`src/bdq_pkg.sv`:
```
// ----------------------------------------------------------------------------
// bdq_pkg: shared definitions for the bounded deque with key search
// Operation codes, status codes, field widths and the default store depth.
// ----------------------------------------------------------------------------
package bdq_pkg;

  // Field widths of the command and result beats.
  localparam int OP_W     = 3;
  localparam int KEY_W    = 32;
  localparam int STATUS_W = 2;
  localparam int POS_W    = 4;
  localparam int COUNT_W  = 5;

  // Default number of entries in the ring store.
  localparam int DEPTH_DEF = 16;

  // Operation codes.
  localparam logic [OP_W-1:0] OP_PUSH_FRONT = 3'd0;
  localparam logic [OP_W-1:0] OP_PUSH_BACK  = 3'd1;
  localparam logic [OP_W-1:0] OP_POP_FRONT  = 3'd2;
  localparam logic [OP_W-1:0] OP_POP_BACK   = 3'd3;
  localparam logic [OP_W-1:0] OP_SEARCH     = 3'd4;
  localparam logic [OP_W-1:0] OP_CLEAR      = 3'd5;

  // Status codes.
  localparam logic [STATUS_W-1:0] ST_OK    = 2'd0;
  localparam logic [STATUS_W-1:0] ST_FULL  = 2'd1;
  localparam logic [STATUS_W-1:0] ST_EMPTY = 2'd2;
  localparam logic [STATUS_W-1:0] ST_MISS  = 2'd3;

endpackage

```
`src/bdq_ram.sv`:
```
// ----------------------------------------------------------------------------
// bdq_ram: key store of the deque
// One write port and one read port; the read data is registered, so a read
// returns the entry in the cycle after its address is presented.
// ----------------------------------------------------------------------------
module bdq_ram #(
  parameter int DEPTH = bdq_pkg::DEPTH_DEF,
  parameter int AW    = $clog2(DEPTH)
) (
  input  logic                     clk,
  input  logic                     we,
  input  logic [AW-1:0]            waddr,
  input  logic [bdq_pkg::KEY_W-1:0] wdata,
  input  logic [AW-1:0]            raddr,
  output logic [bdq_pkg::KEY_W-1:0] rdata
);
  import bdq_pkg::*;

  logic [KEY_W-1:0] mem [DEPTH];
  logic [KEY_W-1:0] rdata_r;

  // Write port.
  always_ff @(posedge clk) begin
    if (we) begin
      mem[waddr] <= wdata;
    end
  end

  // Registered read port.
  always_ff @(posedge clk) begin
    rdata_r <= mem[raddr];
  end

  assign rdata = rdata_r;

endmodule

```
`src/bounded_deque_with_key_search_core.sv`:
```
// ----------------------------------------------------------------------------
// bounded_deque_with_key_search_core: ring-buffer deque with linear key search
// Pushes and pops at either end of a ring store of DEPTH signed keys, finds
// the first key equal to a value counting from the front, and clears.
//
//  Channel   Ports                                         Handshake
//  command   in_op, in_key_value                           start && !busy
//  result    out_status, out_data_out, out_found_position,  out_strobe, one
//            out_entry_count                               cycle, no stall
//
// Sequencing: a push, a clear or an unused code is handled in the idle state
// and its result strobes in the next cycle. A pop reads the store in the idle
// state and registers the key in the pop state. A search reads one entry a
// cycle through the store's single read port and ends on the first hit or
// once the last held entry is compared; a search of an empty deque strobes
// its miss in the next cycle.
// Reset clears the front pointer and the count; the store needs no clearing.
// Exactly one result beat follows each command beat; the receiver cannot
// stall, so a result is never held back.
// ----------------------------------------------------------------------------
module bounded_deque_with_key_search_core #(
  parameter int DEPTH = bdq_pkg::DEPTH_DEF
) (
  input  logic                               clk,
  input  logic                               rst_n,
  input  logic                               start,
  output logic                               busy,
  input  logic [bdq_pkg::OP_W-1:0]           in_op,
  input  logic signed [bdq_pkg::KEY_W-1:0]   in_key_value,
  output logic                               out_strobe,
  output logic [bdq_pkg::STATUS_W-1:0]       out_status,
  output logic signed [bdq_pkg::KEY_W-1:0]   out_data_out,
  output logic [bdq_pkg::POS_W-1:0]          out_found_position,
  output logic [bdq_pkg::COUNT_W-1:0]        out_entry_count
);
  import bdq_pkg::*;

  // Slot index width and count width (the count reaches DEPTH itself).
  localparam int SW = $clog2(DEPTH);
  localparam int CW = SW + 1;

  localparam logic [SW-1:0] LAST_SLOT = SW'(DEPTH - 1);
  localparam logic [CW-1:0] FULL_CNT  = CW'(DEPTH);
  localparam logic [SW:0]   DEPTH_EXT = (SW + 1)'(DEPTH);

  // Controller states.
  localparam logic [1:0] S_IDLE   = 2'd0;
  localparam logic [1:0] S_POP    = 2'd1;
  localparam logic [1:0] S_SEARCH = 2'd2;

  logic [1:0]       state_r, state_nxt;
  logic [SW-1:0]    front_r, front_nxt;
  logic [CW-1:0]    count_r, count_nxt;
  logic [KEY_W-1:0] key_r, key_nxt;
  logic [SW-1:0]    cmp_pos_r, cmp_pos_nxt;
  logic [SW-1:0]    rd_slot_r, rd_slot_nxt;

  logic                out_strobe_r, out_strobe_nxt;
  logic [STATUS_W-1:0] out_status_r, out_status_nxt;
  logic [KEY_W-1:0]    out_data_r, out_data_nxt;
  logic [SW-1:0]       out_pos_r, out_pos_nxt;
  logic [CW-1:0]       out_count_r;

  logic             in_accept;
  logic             mem_we;
  logic [SW-1:0]    mem_waddr;
  logic [SW-1:0]    mem_raddr;
  logic [KEY_W-1:0] mem_rdata;

  logic [SW-1:0] front_dec, front_inc, rd_slot_inc;
  logic [SW:0]   back_sum, last_sum;
  logic [SW-1:0] back_slot, last_slot;
  logic [CW-1:0] count_m1;
  logic [SW:0]   cmp_pos_p1;
  logic          is_full, is_empty;

  logic [SW+POS_W-1:0] pos_ext;
  logic [CW+COUNT_W-1:0] count_ext;

  assign in_accept = start && !busy;
  assign busy      = (state_r != S_IDLE);

  // Ring arithmetic on slot indices, wrapping at DEPTH.
  always_comb begin
    front_dec   = (front_r == '0) ? LAST_SLOT : front_r - 1'b1;
    front_inc   = (front_r == LAST_SLOT) ? '0 : front_r + 1'b1;
    rd_slot_inc = (rd_slot_r == LAST_SLOT) ? '0 : rd_slot_r + 1'b1;
    count_m1    = count_r - 1'b1;
    back_sum    = {1'b0, front_r} + {1'b0, count_r[SW-1:0]};
    last_sum    = {1'b0, front_r} + {1'b0, count_m1[SW-1:0]};
    back_slot   = (back_sum >= DEPTH_EXT) ? SW'(back_sum - DEPTH_EXT) : back_sum[SW-1:0];
    last_slot   = (last_sum >= DEPTH_EXT) ? SW'(last_sum - DEPTH_EXT) : last_sum[SW-1:0];
    cmp_pos_p1  = {1'b0, cmp_pos_r} + 1'b1;
    is_full     = (count_r >= FULL_CNT);
    is_empty    = (count_r == '0);
  end

  // Command decode, search sequencing and result selection.
  always_comb begin
    state_nxt      = state_r;
    front_nxt      = front_r;
    count_nxt      = count_r;
    key_nxt        = key_r;
    cmp_pos_nxt    = cmp_pos_r;
    rd_slot_nxt    = rd_slot_inc;
    mem_we         = 1'b0;
    mem_waddr      = back_slot;
    mem_raddr      = rd_slot_r;
    out_strobe_nxt = 1'b0;
    out_status_nxt = ST_OK;
    out_data_nxt   = '0;
    out_pos_nxt    = '0;

    unique case (state_r)
      S_IDLE: begin
        if (in_accept) begin
          key_nxt = in_key_value;
          unique case (in_op)
            OP_PUSH_FRONT: begin
              out_strobe_nxt = 1'b1;
              if (is_full) begin
                out_status_nxt = ST_FULL;
              end else begin
                mem_we    = 1'b1;
                mem_waddr = front_dec;
                front_nxt = front_dec;
                count_nxt = count_r + 1'b1;
              end
            end
            OP_PUSH_BACK: begin
              out_strobe_nxt = 1'b1;
              if (is_full) begin
                out_status_nxt = ST_FULL;
              end else begin
                mem_we    = 1'b1;
                mem_waddr = back_slot;
                count_nxt = count_r + 1'b1;
              end
            end
            OP_POP_FRONT: begin
              if (is_empty) begin
                out_strobe_nxt = 1'b1;
                out_status_nxt = ST_EMPTY;
              end else begin
                mem_raddr = front_r;
                front_nxt = front_inc;
                count_nxt = count_m1;
                state_nxt = S_POP;
              end
            end
            OP_POP_BACK: begin
              if (is_empty) begin
                out_strobe_nxt = 1'b1;
                out_status_nxt = ST_EMPTY;
              end else begin
                mem_raddr = last_slot;
                count_nxt = count_m1;
                state_nxt = S_POP;
              end
            end
            OP_SEARCH: begin
              if (is_empty) begin
                out_strobe_nxt = 1'b1;
                out_status_nxt = ST_MISS;
              end else begin
                mem_raddr   = front_r;
                rd_slot_nxt = front_inc;
                cmp_pos_nxt = '0;
                state_nxt   = S_SEARCH;
              end
            end
            OP_CLEAR: begin
              out_strobe_nxt = 1'b1;
              front_nxt      = '0;
              count_nxt      = '0;
            end
            default: begin
              out_strobe_nxt = 1'b1;
            end
          endcase
        end
      end
      S_POP: begin
        out_strobe_nxt = 1'b1;
        out_data_nxt   = mem_rdata;
        state_nxt      = S_IDLE;
      end
      S_SEARCH: begin
        // The entry at cmp_pos_r arrives this cycle; the next one is read.
        cmp_pos_nxt = cmp_pos_p1[SW-1:0];
        if (mem_rdata == key_r) begin
          out_strobe_nxt = 1'b1;
          out_data_nxt   = key_r;
          out_pos_nxt    = cmp_pos_r;
          state_nxt      = S_IDLE;
        end else if (cmp_pos_p1 == count_r) begin
          out_strobe_nxt = 1'b1;
          out_status_nxt = ST_MISS;
          state_nxt      = S_IDLE;
        end
      end
      default: begin
        state_nxt = S_IDLE;
      end
    endcase
  end

  // Control state.
  always_ff @(posedge clk) begin
    if (!rst_n) begin
      state_r      <= S_IDLE;
      front_r      <= '0;
      count_r      <= '0;
      out_strobe_r <= 1'b0;
    end else begin
      state_r      <= state_nxt;
      front_r      <= front_nxt;
      count_r      <= count_nxt;
      out_strobe_r <= out_strobe_nxt;
    end
  end

  // Payload registers.
  always_ff @(posedge clk) begin
    key_r        <= key_nxt;
    cmp_pos_r    <= cmp_pos_nxt;
    rd_slot_r    <= rd_slot_nxt;
    out_status_r <= out_status_nxt;
    out_data_r   <= out_data_nxt;
    out_pos_r    <= out_pos_nxt;
    out_count_r  <= count_nxt;
  end

  // Key store.
  bdq_ram #(
    .DEPTH (DEPTH),
    .AW    (SW)
  ) u_ram (
    .clk   (clk),
    .we    (mem_we),
    .waddr (mem_waddr),
    .wdata (key_nxt),
    .raddr (mem_raddr),
    .rdata (mem_rdata)
  );

  // Result beat, position and count kept to their field widths.
  assign pos_ext   = {{POS_W{1'b0}}, out_pos_r};
  assign count_ext = {{COUNT_W{1'b0}}, out_count_r};

  assign out_strobe         = out_strobe_r;
  assign out_status         = out_status_r;
  assign out_data_out       = out_data_r;
  assign out_found_position = pos_ext[POS_W-1:0];
  assign out_entry_count    = count_ext[COUNT_W-1:0];

  // The count never exceeds the store depth.
  a_count_bound : assert property (@(posedge clk) disable iff (!rst_n)
    count_r <= FULL_CNT)
    else $error("deque count exceeds depth");

  // The store is written only when a command is taken in the idle state.
  a_write_idle : assert property (@(posedge clk) disable iff (!rst_n)
    mem_we |-> (in_accept && state_r == S_IDLE))
    else $error("store written outside an accepted push");

  // A search never compares beyond the last held entry.
  a_search_range : assert property (@(posedge clk) disable iff (!rst_n)
    (state_r == S_SEARCH) |-> ({1'b0, cmp_pos_r} < count_r))
    else $error("search position beyond held entries");

  // A pop from a non-empty deque passes through the pop state and then strobes its result.
  a_pop_result : assert property (@(posedge clk) disable iff (!rst_n)
    (in_accept && (in_op == OP_POP_FRONT || in_op == OP_POP_BACK) && count_r != '0)
      |=> ##1 out_strobe_r)
    else $error("pop result missing");

  // A push onto a non-full deque raises the count by one.
  a_push_count : assert property (@(posedge clk) disable iff (!rst_n)
    (in_accept && (in_op == OP_PUSH_FRONT || in_op == OP_PUSH_BACK) && count_r < FULL_CNT)
      |=> (count_r == $past(count_r) + 1'b1))
    else $error("push did not advance the count");

endmodule
```
`config.mk`:
```
export PLATFORM = sky130hd
export DESIGN_NAME = bounded_deque_with_key_search_core
export DESIGN_NICKNAME = d
export VERILOG_FILES = /design/src/bdq_pkg.sv /design/src/bdq_ram.sv /design/src/bounded_deque_with_key_search_core.sv
export SDC_FILE = /design/constraint.sdc
export NUM_CORES = 1
export LEC_CHECK = 0
export ABC_AREA = 1
export BUFFER_PORTS_ARGS = -buffer_cell sky130_fd_sc_hd__buf_2
export CORE_ASPECT_RATIO = 0.75
export CORE_MARGIN = 2
export CORE_UTILIZATION = 40
export DETAILED_ROUTE_END_ITERATION = 16
export HOLD_SLACK_MARGIN = 0.08
export PLACE_DENSITY_LB_ADDON = 0.05
export RECOVER_POWER = 25
export SETUP_SLACK_MARGIN = 0.15
export SYNTH_ARGS = -nofsm -noshare
export SYNTH_HDL_FRONTEND = slang
export SYNTH_SLANG_ARGS = --single-unit
```
`constraint.sdc`:
```
create_clock -name clk -period 10.3 [get_ports clk]
set_clock_uncertainty 0.1 [all_clocks]
set_input_delay 0.515 -clock clk [delete_from_list [all_inputs] [get_ports clk]]
set_output_delay 0.515 -clock clk [all_outputs]
set_load 0.005 [all_outputs]
```
[Word level (Yosys, flattened, before mapping)]
Memories as Yosys holds them, arrays and structs flattened. A register that Yosys moved wholly into a read port is not among the register bits.
Index checks and enable logic that the tools add are counted.
Widths: inputs -> output; s select.
Operators by class
  add/sub/neg operators: 10
  multiply operators: 0
  div/mod/pow operators: 0
  magnitude comparators: 3
  eq/ne operators: 20
  shift operators: 0
  multiplexer cells: 61
  bitwise gates (word level): 0
  reduce and logical (&&, ||, !) cells: 17
Operator list (count)
  $mux 32: 3
  $mux 4: 22
  $pmux 32 s2: 1
  $eq 32x32->1: 1
  $mux 2: 10
  $mux 5: 4
  $pmux 4 s2: 2
  $ge 5x5->1 const B: 3
  $pmux 5 s3: 1
  $mux 1: 12
  $pmux 2 s2: 3
  $pmux 4 s3: 1
  $sub 4x1->4 const B: 3
  $add 4x4->5: 2
  $reduce_and 5->1: 2
  $ne 3x3->1 const B: 3
  $add 4x1->4 const B: 2
  $eq 4x4->1 const B: 2
  $ne 2x2->1 const B: 4
  $eq 3x2->1 const B: 2
  $eq 3x3->1 const B: 2
  $pmux 2 s3: 1
  $reduce_or 2->1: 3
  $add 4x1->5 const B: 1
  other kinds (20): 21
Storage, ports and cells
  register bits after elaboration: 95
  bits in latches: 0
  bits in writable memories: 512
  ROM bits: 0
  logic and storage cells: 123
  memories: 1
Memories
  u_ram.mem: depth 16, width 32, rd ports 1, clocked after Yosys merged registers in 1, write ports 1, RTL line bdq_ram.sv:19  | logic [KEY_W-1:0] mem [DEPTH];

[Logic depth before layout (Yosys ltp)]
Gate-level depths: netlist of the first run.
  depth after elaboration: 8
  mapped depth: 16
  depth with buffers taken out: 15

[Cells and area by module]
Synthesis of the first run repeated with hierarchy kept, for this count alone.
Unflattened totals
  cell total of the unflattened synthesis: 2769
  area total of the unflattened synthesis: 27451.3 um^2
Modules (own cells, without submodules)
  bdq_ram: times used 1, cells each 2120, area an instance 22730.6 um^2
  bounded_deque_with_key_search_core: times used 1, cells each 649, area an instance 4720.8 um^2

[Worst setup path before layout of the first run]
Ideal clock, no wire load.
  path kind: input-to-reg
  start: in in_op[2] (netlist bit)
  end: mem u_ram.mem[4][0], enable pin
  setup time: 0.421 ns
  data arrival time: 3.071 ns
  data required time: 9.779 ns
  path slack: 6.708 ns
  cell stages on the path: 10
  path through: inv_2 -> nand2_2 -> nor2_1 -> inv_1 -> nor2_2 -> nand2_1 -> or2_2 -> o21ai_0 -> nand2_1 -> nor2_1
Between the ends
  word-level cells in the longest chain between the ends: 7
RTL lines
  start: declaration: RTL line bounded_deque_with_key_search_core.sv:28  | input logic [bdq_pkg::OP_W-1:0] in_op,
  $eq 3x1->1 / $logic_not 3->1 (equally long branches): RTL line bounded_deque_with_key_search_core.sv:118  | unique case (in_op)
  $reduce_or 2->1 (no line)
  $mux 1
  $mux 1: RTL line bounded_deque_with_key_search_core.sv:116  | if (in_accept) begin
  $mux 1: RTL line bounded_deque_with_key_search_core.sv:114  | unique case (state_r)
  $mux 1: RTL line bdq_ram.sv:24  | if (we) begin
  $mux 1 (not written as such): RTL line bdq_ram.sv:25  | mem[waddr] <= wdata;
  end: declaration: RTL line bdq_ram.sv:19
Parallel ways exist; a longest one is shown, timed or not.

[Worst setup path in the final report of the first run]
  start: reg state_r[0]
  end: reg u_ram.rdata_r[9] (netlist: u_ram.rdata[9]), read port of u_ram.mem
Between the ends
  word-level cells in the longest chain between the ends: 5
RTL lines
  start: declaration: RTL line bounded_deque_with_key_search_core.sv:51  | logic [1:0] state_r, state_nxt;
  start signal: assignment: RTL line bounded_deque_with_key_search_core.sv:216  | state_r <= state_nxt;
  $reduce_bool 2->1: RTL line bounded_deque_with_key_search_core.sv:81  | assign busy = (state_r != S_IDLE);
  $logic_not 1->1: RTL line bounded_deque_with_key_search_core.sv:80  | assign in_accept = start && !busy;
  $logic_and 1x1->1: RTL line bounded_deque_with_key_search_core.sv:80
  $mux 4: RTL line bounded_deque_with_key_search_core.sv:116
  $mux 4 (*): RTL line bounded_deque_with_key_search_core.sv:114
  end: declaration: RTL line bdq_ram.sv:20  | logic [KEY_W-1:0] rdata_r;
Mark *: on every way between the ends. The rest lies on a longest branch, timed or not.
A chain may end at the register's enable or synchronous reset.

==> out/qor.txt, run 1 <==
LEAKAGE: 12.2 nW
relative slew slack: -20.2%
CTS H-tree lvls: 3
Layout area overhead: 11.9%
Chip Height: 230 µm
Max Slew Vio Count: 114
top cell type's share of synthesized area: 56.7%
DRT Wirelength: 84,200 µm
total gr overflow: 0
Crit Path Class: reg2reg
EDFF count, synth: 516
reg2reg path depth: 15
Buf+Inv Stages, Crit Path: 4
Worst setup EP type: flip-flop
met1 wire length: 41,200 µm
Slowest-stage cell, CP: inv_1
Post-CTS Setup Inserts: 0
initial antenna violation count: 6
HPWL after detailed placement: 43,700 µm
Final min period: 7.15 ns
fin nets: 2,747
Final Hold Fails: 0
fillers: 6,260
CP peak stage delay: 1.29 ns
Clock Sinks: 639
routed via count: 19,400
Yosys cell types: 38
Avg Cell Area, Syn: 10.3 µm²
most repeated library cell on the critical path: nand2_1
P per Cell Area: 294 nW/µm²
Core Area: 67,200 µm²
crit-path max FO: 149
Worst-path clk slew: 0.06 ns
Synth async-reset ratio: 0%
largest area contributor in the netlist: edfxtp_1
Synth Cell Area: 27,300 µm²
ranking of synthesized cells by area: edfxtp_1 (57%), nand2_1 (10%), nand3_1 (9.8%), dfxtp_1 (9.0%), inv_1 (3.0%)
Synth Warn #: 0
number of gates resized after cts: 0
Final setup viols: 0
Min-Delay Path Depth: 3
fin worst setup slack: 3.15 ns
Synth Instances: 2,650
Num CTS Buffers: 68
CP Cell Sequence: inv_1 -> ha_1 -> nand2_1 -> clkbuf_1 -> inv_1 -> nand4_1 -> nand2_4 -> nand2_8 -> buf_4 -> nand2_1 -> nand2_1 -> nand2_1 -> nand3_1 -> nand3_1 -> nand2_1
drc violations: 0
Fmax: 140 MHz
post-place setup slack: 4.96 ns
post-synthesis register bit count: 639
CTS tree: yes
worst vdd ir: 188 µV
WP depth: 15
Post-DRT Antenna Nets: 0
WP data arrival: 7.61 ns
Tcrit/Tclk final: 69.4%
worst-margin pin slew: 1.80 ns
die width: 306 µm
Pwr Total: 8.99 mW
Iter 0 DRT Violations: 2,032
Mapped Nets: 2,707
Final TNS setup: 0 ns
# IOs: 83
Die ar.: 70,500 µm²
share of cells above drive strength 1: 8.56%
largest net degree at the start of global routing: 150
max-cap violation count: 3
top layer in use: met4
total track usage: 23.9%
drt pass-1 iters: 7
Std-Cell Rows: 82
routed wl met2: 35,000 µm
unrepaired setup endpoints after global routing: false
Worst path top cell family by delay: buffers and inverters
first-pass GRT wire length: 124,000 µm
critical path startpoint category: flip-flop
Main synth FF type: edfxtp_1
PortBufs: 82
CP required: 10.76 ns
initial core utilization: 40.7%
vias per std cell: 5.34
sequential element share of the synthesized area: 65.7%
status: finished, violations left
met3 WL post-DR: 6360 µm
Post-CTS Hold Buffers: 0
top cells by count, synth: nand2_1 (761), nand3_1 (536), edfxtp_1 (516)
worst skew pair latency: 0.62 ns
failing checks: max-capacitance violations, max-slew violations
GP Congestion: 0.848
most frequent cell after synthesis: nand2_1
Worst Hold Class: in2reg
WL/cell: 23.2 µm
Root Driver: clkbuf_16
clock tree buffer depth: 3
vias in the first global route: 18,000
## sequential cells by signal, summed over array words and instances, names as in the netlist
register and cells:
u_ram.mem 512, key_r 32, out_data_out 32, u_ram.rdata 32
count_r 5, out_entry_count 5, cmp_pos_r 4, front_r 4
out_found_position 4, rd_slot_r 4, out_status 2, state_r 2
out_strobe 1
## cell usage in the layout, fill, tap and decap left out, types with 3 or more instances in the layout
| cell type | n |
|---|---|
| clkbuf_16 | 70 |
| inv_1 | 222 |
| dfxtp_1 | 123 |
| buf_4 | 35 |
| clkbuf_1 | 41 |
| o21ai_0 | 33 |
| nor2_1 | 38 |
| or2_2 | 7 |
| xnor2_1 | 26 |
| nand4_1 | 6 |
| inv_6 | 4 |
| nand3b_1 | 98 |
| xor2_1 | 10 |
| inv_2 | 6 |
| a211oi_1 | 3 |
| clkinv_2 | 15 |
| nor2_4 | 17 |
| nand2_1 | 758 |
| edfxtp_1 | 516 |
| clkbuf_8 | 3 |
| a21oi_1 | 49 |
| clkinv_1 | 16 |
| nand3_1 | 537 |
| buf_2 | 61 |
| ha_1 | 17 |
## tightest hold or removal path, stage by stage
cell and delay, ns:
buf_2 0.17, nand2_1 0.09, nor2_1 0.03
## power by group
part,internal [mW],switching [mW]
registers,3.33,0.192
logic,0.832,2.31
clock network,1.29,1.03
## final timing paths
check,endpoint,slack (ns),start
worst max-delay path,u_ram.rdata[9],3.15,state_r[0]
worst min-delay path,state_r[0],0.12,rst_n
worst max register to register,u_ram.rdata[9],3.15,state_r[0]
worst min register to register,out_data_out[24],0.38,u_ram.rdata[24]
## metrics by stage
step / cell area (µm²) / cells / utilization (%) / hold WS (ns)
2_1_floorplan: 27300 / 2650 / - / 0.336
3_3_place_gp: 28600 / 3502 / 42.5 / 0.368
3_5_place_dp: 28600 / 3502 / 42.5 / 0.375
4_1_cts: 30600 / 3626 / 45.6 / 0.0964
5_1_grt: 30600 / 3626 / 45.5 / 0.127
6_report: 30600 / 3628 / 45.5 / 0.124
## cell families after synthesis
kind of cell	after synthesis	share of synthesized area [%]
adder cells (fa/ha/maj)	19	0.925
AO/OA/AOI/OAI	95	1.83
XOR/XNOR	36	1.15
flip-flops	639	65.7
AND/OR/NAND/NOR	1477	24.4
buffers and inverters	384	5.98
## layer usage
layer / vias to the layer above / GRT usage, %
li1: 9041 / -
met1: 9511 / 37.0
met2: 717 / 34.0
met3: 102 / 4.85
met4: 0 / 5.65
met5: - / 0
## final cells by class
cell class                      instances  area, µm²  share of cell area [%]
Inverter                              229        862                    2.82
Antenna cell                            2       5.00                  0.0164
Sequential cell                       639      18000                    58.7
Clock inverter                         39        231                   0.757
Multi-Input combinational cell       1627       7910                    25.9
Timing Repair Buffer                  125        677                    2.21
Clock buffer                           85       1840                    6.01
Tap cell                              882       1100                    3.61
No activity file was read; power rests on OpenSTA's default activity.
==> run 2, diff against run 1 <==
--- a/config.mk
+++ b/config.mk
@@ -5,7 +5,7 @@
 export SDC_FILE = /design/constraint.sdc
 export NUM_CORES = 1
 export LEC_CHECK = 0
-export ABC_AREA = 1
+export ABC_AREA = 0
 export BUFFER_PORTS_ARGS = -buffer_cell sky130_fd_sc_hd__buf_2
 export CORE_ASPECT_RATIO = 0.75
 export CORE_MARGIN = 2
==> constraint.sdc (replaced) <==
create_clock -name clk -period 6.2 [get_ports clk]
set_clock_uncertainty 0.1 [all_clocks]
set_input_delay 0.31 -clock clk [delete_from_list [all_inputs] [get_ports clk]]
set_output_delay 0.31 -clock clk [all_outputs]
set_load 0.005 [all_outputs]
==> out/qor.txt, run 2 <==
Yosys cell types: 54 (+42%)
Num CTS Buffers: 68 (unchanged)
Chip Height: 222 µm (-3.7%)
Synth Cell Area: 25,300 µm² (-7.4%)
fillers: 5,561 (-11%)
WP data arrival: 4.90 ns (-2.71 ns)
reg2reg path depth: 9 (-6)
worst skew pair latency: 0.61 ns (about the same)
first-pass GRT wire length: 106,000 µm (-14%)
ranking of synthesized cells by area: edfxtp_1 (61%), dfxtp_1 (9.7%), a21oi_1 (5.0%), a22oi_1 (4.8%), nand2_1 (4.7%)
area post-placement: 26,600 µm² (-6.8%)
Register Area: 18,000 µm² (unchanged)
# IOs: 83 (unchanged)
worst vdd ir: 347 µV (+84%)
Root Driver: clkbuf_16
max-cap violation count: 0 (-3)
initial antenna violation count: 1 (-5)
# diodes: 0 (-2)
Fmax: 211 MHz (+51%)
Avg Cell Area, Syn: 13.4 µm² (+30%)
Post-CTS Setup Inserts: 0 (unchanged)
CTS tree: yes
commonest non-fill, non-tap cell in the layout: edfxtp_1
vias in the first global route: 15,500 (-14%)
Core Area: 62,300 µm² (-7.3%)
drc violations: 0 (unchanged)
total track usage: 22.2% (-1.7 points)
Final TNS setup: 0 ns (unchanged)
worst r2r dst: u_ram.mem[11][10]
Worst-path clk slew: 0.06 ns (about the same)
Reg with most FFs: u_ram.mem
top cells by count, synth: edfxtp_1 (516), nand2_1 (318), a21oi_1 (255)
critical path startpoint category: flip-flop
die width: 294 µm (-3.7%)
CP required: 6.37 ns (-4.39 ns)
Main synth FF type: edfxtp_1
vias per std cell: 5.59 (+4.8%)
final instance area: 28,900 µm² (-5.6%)
commonest cells after routing, fill and taps aside: edfxtp_1 (516), nand2_1 (317), a21oi_1 (255)
CP endpoint: u_ram.mem[11][10]
Max Slew Vio Count: 0 (-100%)
CTS H-tree lvls: 3 (unchanged)
Synth async-reset ratio: 0% (unchanged)
initial core utilization: 40.6% (about the same)
Std-Cell Rows: 79 (-3.7%)
worst setup path start: state_r[0]
routed via count: 15,900 (-18%)
largest net degree at the start of global routing: 106 (-29%)
P per Cell Area: 480 nW/µm² (+63%)
clock tree buffer depth: 3 (unchanged)
status: finished clean
Synth Instances: 1,895 (-28%)
relative slew slack: 24.2% (+44 points)
worst r2r src: state_r[0]
share of cells above drive strength 1: 12.0% (+3.4 points)
GP Congestion: 0.814 (-4.0%)
Post-CTS Hold Buffers: 6 (+6)
Crit Path Class: reg2reg
crit-path max FO: 31 (-79%)
post-synthesis register bit count: 639 (unchanged)
r2r setup slk: 1.47 ns (-1.69 ns)
EDFF count, synth: 516 (unchanged)
DRT Wirelength: 72,300 µm (-14%)
Synth Warn #: 0 (unchanged)
Worst setup EP type: flip-flop
HPWL after detailed placement: 41,300 µm (-5.4%)
Hold Crit Start: start
Final min period: 4.73 ns (-2.41 ns)
WHS: 0.136 ns (+0.0120 ns)
sequential element share of the synthesized area: 70.9% (+5.2 points)
total gr overflow: 0 (unchanged)
Final setup viols: 0 (unchanged)
max reg flops: 512 (unchanged)
most frequent cell after synthesis: edfxtp_1
top cell type's share of synthesized area: 61.2% (+4.5 points)
worst-margin pin slew: 1.13 ns (-0.675 ns)
PortBufs: 82 (unchanged)
Die ar.: 65,300 µm² (-7.3%)
fin nets: 2,024 (-26%)
Clock Sinks: 639 (unchanged)
unrepaired setup endpoints after global routing: false
drt pass-1 iters: 5 (-2)
number of gates resized after cts: 0 (unchanged)
Layout area overhead: 14.1%
WL/cell: 25.5 µm (+10%)
Worst Hold Class: in2reg
Iter 0 DRT Violations: 1,375 (-32%)
largest area contributor in the netlist: edfxtp_1
Final Hold Fails: 0 (unchanged)
LEAKAGE: 10.2 nW (-16%)
Tcrit/Tclk final: 76.4% (+7.0 points)
Post-DRT Antenna Nets: 0 (unchanged)
Mapped Nets: 1,952 (-28%)
Multi-input gate area: 6820 µm² (-14%)
run 2: kinds of logic (layout without fill, tap and decap cells):
logic type      after synthesis  count (layout)  share of synthesized area [%]
flops                       639             639                           70.9
compound gates              544             544                           13.8
simple gates                459             459                           7.79
buf+inv                     141             269                           2.82
xor+xnor                     48              48                           1.66
mux                          45              45                           2.03
fa+ha+maj                    19              19                          0.998
run 2: per-stage QoR:
step	power [mW]	setup WS (ns)	util [%]	cells
2_1_floorplan	8.39	2.55	-	1895
3_3_place_gp	9.90	1.86	42.8	2701
3_5_place_dp	9.91	1.77	42.8	2701
4_1_cts	14.0	1.74	46.4	2833
5_1_grt	14.5	1.17	46.4	2833
6_report	13.9	1.47	46.4	2833
run 2: report_power, final:
group          switching (mW)  internal, mW
Combinational            2.95          1.31
Clock                    1.69          2.40
Sequential              0.221          5.27
run 2: area by class of cell:
class	instances	share of cell area, %
repair buffers	128	2.85
clock inverters	29	1.09
well taps	810	3.51
clock buffers	97	6.59
inverters	15	0.195
multi-input cells	1115	23.6
flip-flops and latches	639	62.2
run 2: worst min-delay path by stage:
stage / to / depth (start not counted) / slack (ns)
final: state_r[1] / 4 / 0.14
after global routing: state_r[1] / 4 / 0.15
after CTS: key_r[11] / 2 / 0.08
after detailed placement: state_r[1] / 2 / 0.39
after global placement: state_r[1] / 2 / 0.40
after floorplan: out_strobe / 2 / 0.34
run 2: worst max-delay path, cell delays in order (launching register included):
cell,delay (ns)
dfxtp_1,0.34
inv_1,0.09
ha_1,0.25
and2_0,0.50
buf_4,0.62
nand3_1,0.42
mux2i_1,0.38
nand3_1,0.37
nor2_4,0.87
buf_4,0.45
run 2: per-layer routing:
metal / part of all wire [%] / routed length [µm] / track usage, % / vias up
li1: - / - / - / 7232
met4: 2.0 / 1460 / 5.63 / 0
met3: 4.9 / 3570 / 3.07 / 97
met2: 45 / 32500 / 33.7 / 443
met5: 0 / 0 / 0 / -
met1: 48 / 34900 / 33.4 / 8078
==> run 3, diff against run 2 <==
--- a/config.mk
+++ b/config.mk
@@ -5,7 +5,7 @@
 export SDC_FILE = /design/constraint.sdc
 export NUM_CORES = 1
 export LEC_CHECK = 0
-export ABC_AREA = 0
+export ABC_AREA = 1
 export BUFFER_PORTS_ARGS = -buffer_cell sky130_fd_sc_hd__buf_2
 export CORE_ASPECT_RATIO = 0.75
 export CORE_MARGIN = 2
==> constraint.sdc (replaced) <==
create_clock -name clk -period 4.8 [get_ports clk]
set_clock_uncertainty 0.1 [all_clocks]
set_input_delay 0.24 -clock clk [delete_from_list [all_inputs] [get_ports clk]]
set_output_delay 0.24 -clock clk [all_outputs]
set_load 0.005 [all_outputs]
==> out/qor.txt, run 3 (synthesis gave the netlist of run 1 again) <==
first-pass GRT wire length: 119,000 µm (+12%)
initial core utilization: 40.7% (about the same)
total gr overflow: 0 (unchanged)
Fmax: 255 MHz (+21%)
DRT Wirelength: 79,500 µm (+9.9%)
Pwr Total: 19.6 mW (+41%)
Min-Delay Path Depth: 6 (+2)
fin nets: 2,765 (+37%)
fin worst setup slack: 0.876 ns (-0.589 ns)
unrepaired setup endpoints after global routing: false
max reg flops: 512 (unchanged)
CTS tree: yes
WL/cell: 21.8 µm (-15%)
routed via count: 19,000 (+20%)
reg2reg path depth: 8 (-1)
Final TNS setup: 0 ns (unchanged)
CP peak stage delay: 1.26 ns (+0.39 ns)
Max Slew Vio Count: 80 (+80)
worst-margin pin slew: 1.73 ns (+0.603 ns)
share of cells above drive strength 1: 8.43% (-3.5 points)
Post-CTS Setup Inserts: 0 (unchanged)
Root Driver: clkbuf_16
fillers: 6,313 (+14%)
Num CTS Buffers: 68 (unchanged)
worst r2r src: state_r[0]
CP Cell Sequence: inv_1 -> ha_1 -> nand2_1 -> inv_1 -> clkbuf_1 -> nand2_1 -> o21ai_0 -> clkbuf_1
Multi-input gate area: 7910 µm² (+16%)
CTS H-tree lvls: 3 (unchanged)
CP required: 4.96 ns (-1.41 ns)
vias per std cell: 5.20 (-7.0%)
WP data arrival: 4.08 ns (-0.82 ns)
Worst setup EP type: flip-flop
relative slew slack: -15.4% (-40 points)
CP endpoint: u_ram.mem[14][6]
Worst-path clk slew: 0.06 ns (about the same)
Slowest-stage cell, CP: clkbuf_1
Core Area: 67,200 µm² (+7.9%)
P per Cell Area: 633 nW/µm² (+32%)
worst setup path start: state_r[0]
Crit Path Class: reg2reg
worst r2r dst: u_ram.mem[14][6]
initial antenna violation count: 7 (+6)
clock tree buffer depth: 3 (unchanged)
Finished Layout Cells: 3,651 (+29%)
Reg with most FFs: u_ram.mem
Placed Cells: 3,504 (+30%)
failing checks: max-capacitance violations, max-slew violations
Register Area: 18,000 µm² (unchanged)
GP Congestion: 0.856 (+5.1%)
Std-Cell Rows: 82 (+3.8%)
Die ar.: 70,500 µm² (+7.8%)
worst skew pair latency: 0.63 ns (+0.02 ns)
LEAKAGE: 12.3 nW (+21%)
Layout area overhead: 13.2%
post-place setup slack: 1.01 ns (-0.761 ns)
drt pass-1 iters: 5 (unchanged)
commonest cells after routing, fill and taps aside: nand2_1 (758), nand3_1 (536), edfxtp_1 (516)
Final min period: 3.92 ns (-0.811 ns)
Post-DRT Antenna Nets: 0 (unchanged)
die width: 306 µm (+3.9%)
worst vdd ir: 776 µV (+120%)
# IOs: 83 (unchanged)
PortBufs: 82 (unchanged)
drc violations: 0 (unchanged)
Tcrit/Tclk final: 81.8% (+5.4 points)
commonest non-fill, non-tap cell in the layout: nand2_1
Final setup viols: 0 (unchanged)
total track usage: 22.6% (+0.41 points)
max-cap violation count: 2 (+2)
Clock Sinks: 639 (unchanged)
HPWL after detailed placement: 44,100 µm (+6.8%)
Chip Height: 230 µm (+3.8%)
crit-path max FO: 40 (+29%)
Iter 0 DRT Violations: 2,017 (+47%)
vias in the first global route: 18,100 (+16%)
r2r setup slk: 0.88 ns (-0.59 ns)
largest net degree at the start of global routing: 148 (+40%)
status: finished, violations left
Worst Hold Class: in2reg
critical path startpoint category: flip-flop
Final Hold Fails: 0 (unchanged)
Final Util: 46.0% (-0.35 points)
-- run 3: cell count changes in the layout (fill, tap and decap cells not counted), moves of 29 or more --
| cell | before | now |
|---|---|---|
| nand3b_1 | 1 | 98 |
| nand3_1 | 11 | 536 |
| a22oi_1 | 161 | 1 |
| xor2_1 | 39 | 10 |
| nand2_1 | 317 | 758 |
| mux2_1 | 32 | 0 |
| a22o_1 | 36 | 0 |
| inv_1 | 15 | 222 |
| o211ai_1 | 33 | 1 |
| a21oi_1 | 255 | 49 |
| nor2b_1 | 40 | 0 |
-- run 3: repair_timing --
item,in CTS,in global routing
gates resized for setup,0,0
hold buffers,16,0
endpoints found under the hold margin,103,0
-- run 3: worst min path at each step --
stage | startpoint | end | slack (ns)
2_1_floorplan | rst_n | state_r[1] | 0.26
3_3_place_gp | u_ram.rdata[15] | out_data_out[15] | 0.37
3_5_place_dp | u_ram.rdata[8] | out_data_out[8] | 0.37
4_1_cts | in_op[0] | front_r[0] | 0.12
5_1_grt | in_op[0] | rd_slot_r[2] | 0.19
6_report | in_op[0] | front_r[2] | 0.15
-- run 3: stage by stage --
stage | hold slack (ns) | cell area, µm²
detailed placement | 0.371 | 28700
global route | 0.188 | 30900
floorplan | 0.261 | 27300
CTS | 0.118 | 31000
finish | 0.149 | 30900
global placement | 0.365 | 28700
-- run 3: area by class of cell --
class,count,share of cell area [%]
tap,882,3.57
inverter,229,2.79
antenna,6,0.0485
sequential,639,58.0
clock buffer,94,6.18
timing repair buffer,143,3.08
clock inverter,31,0.728
multi-input combinational,1627,25.6
-- run 3: worst max-delay path: cells and delay by family (launching register included) --
family	cells	cell delay, ns
AOI/OAI and AO/OA	1	0.13
adders and majority gates	1	0.27
buffers and inverters	4	2.38
DFF	1	0.34
and+or+nand+nor	2	0.28
-- run 3: routing by layer --
metal	wire (µm)	up-vias	track usage [%]
met5	0	-	0
met4	1250	0	4.59
met3	5550	87	4.91
met2	32600	573	31.7
met1	40100	9247	35.6
li1	-	9092	-
-- run 3: where the power goes --
group	total [mW]	leakage, nW	switching (mW)	internal [mW]
clock network	5.12	1.06	2.21	2.91
registers	7.66	5.70	0.500	7.16
logic	6.79	5.56	4.95	1.84
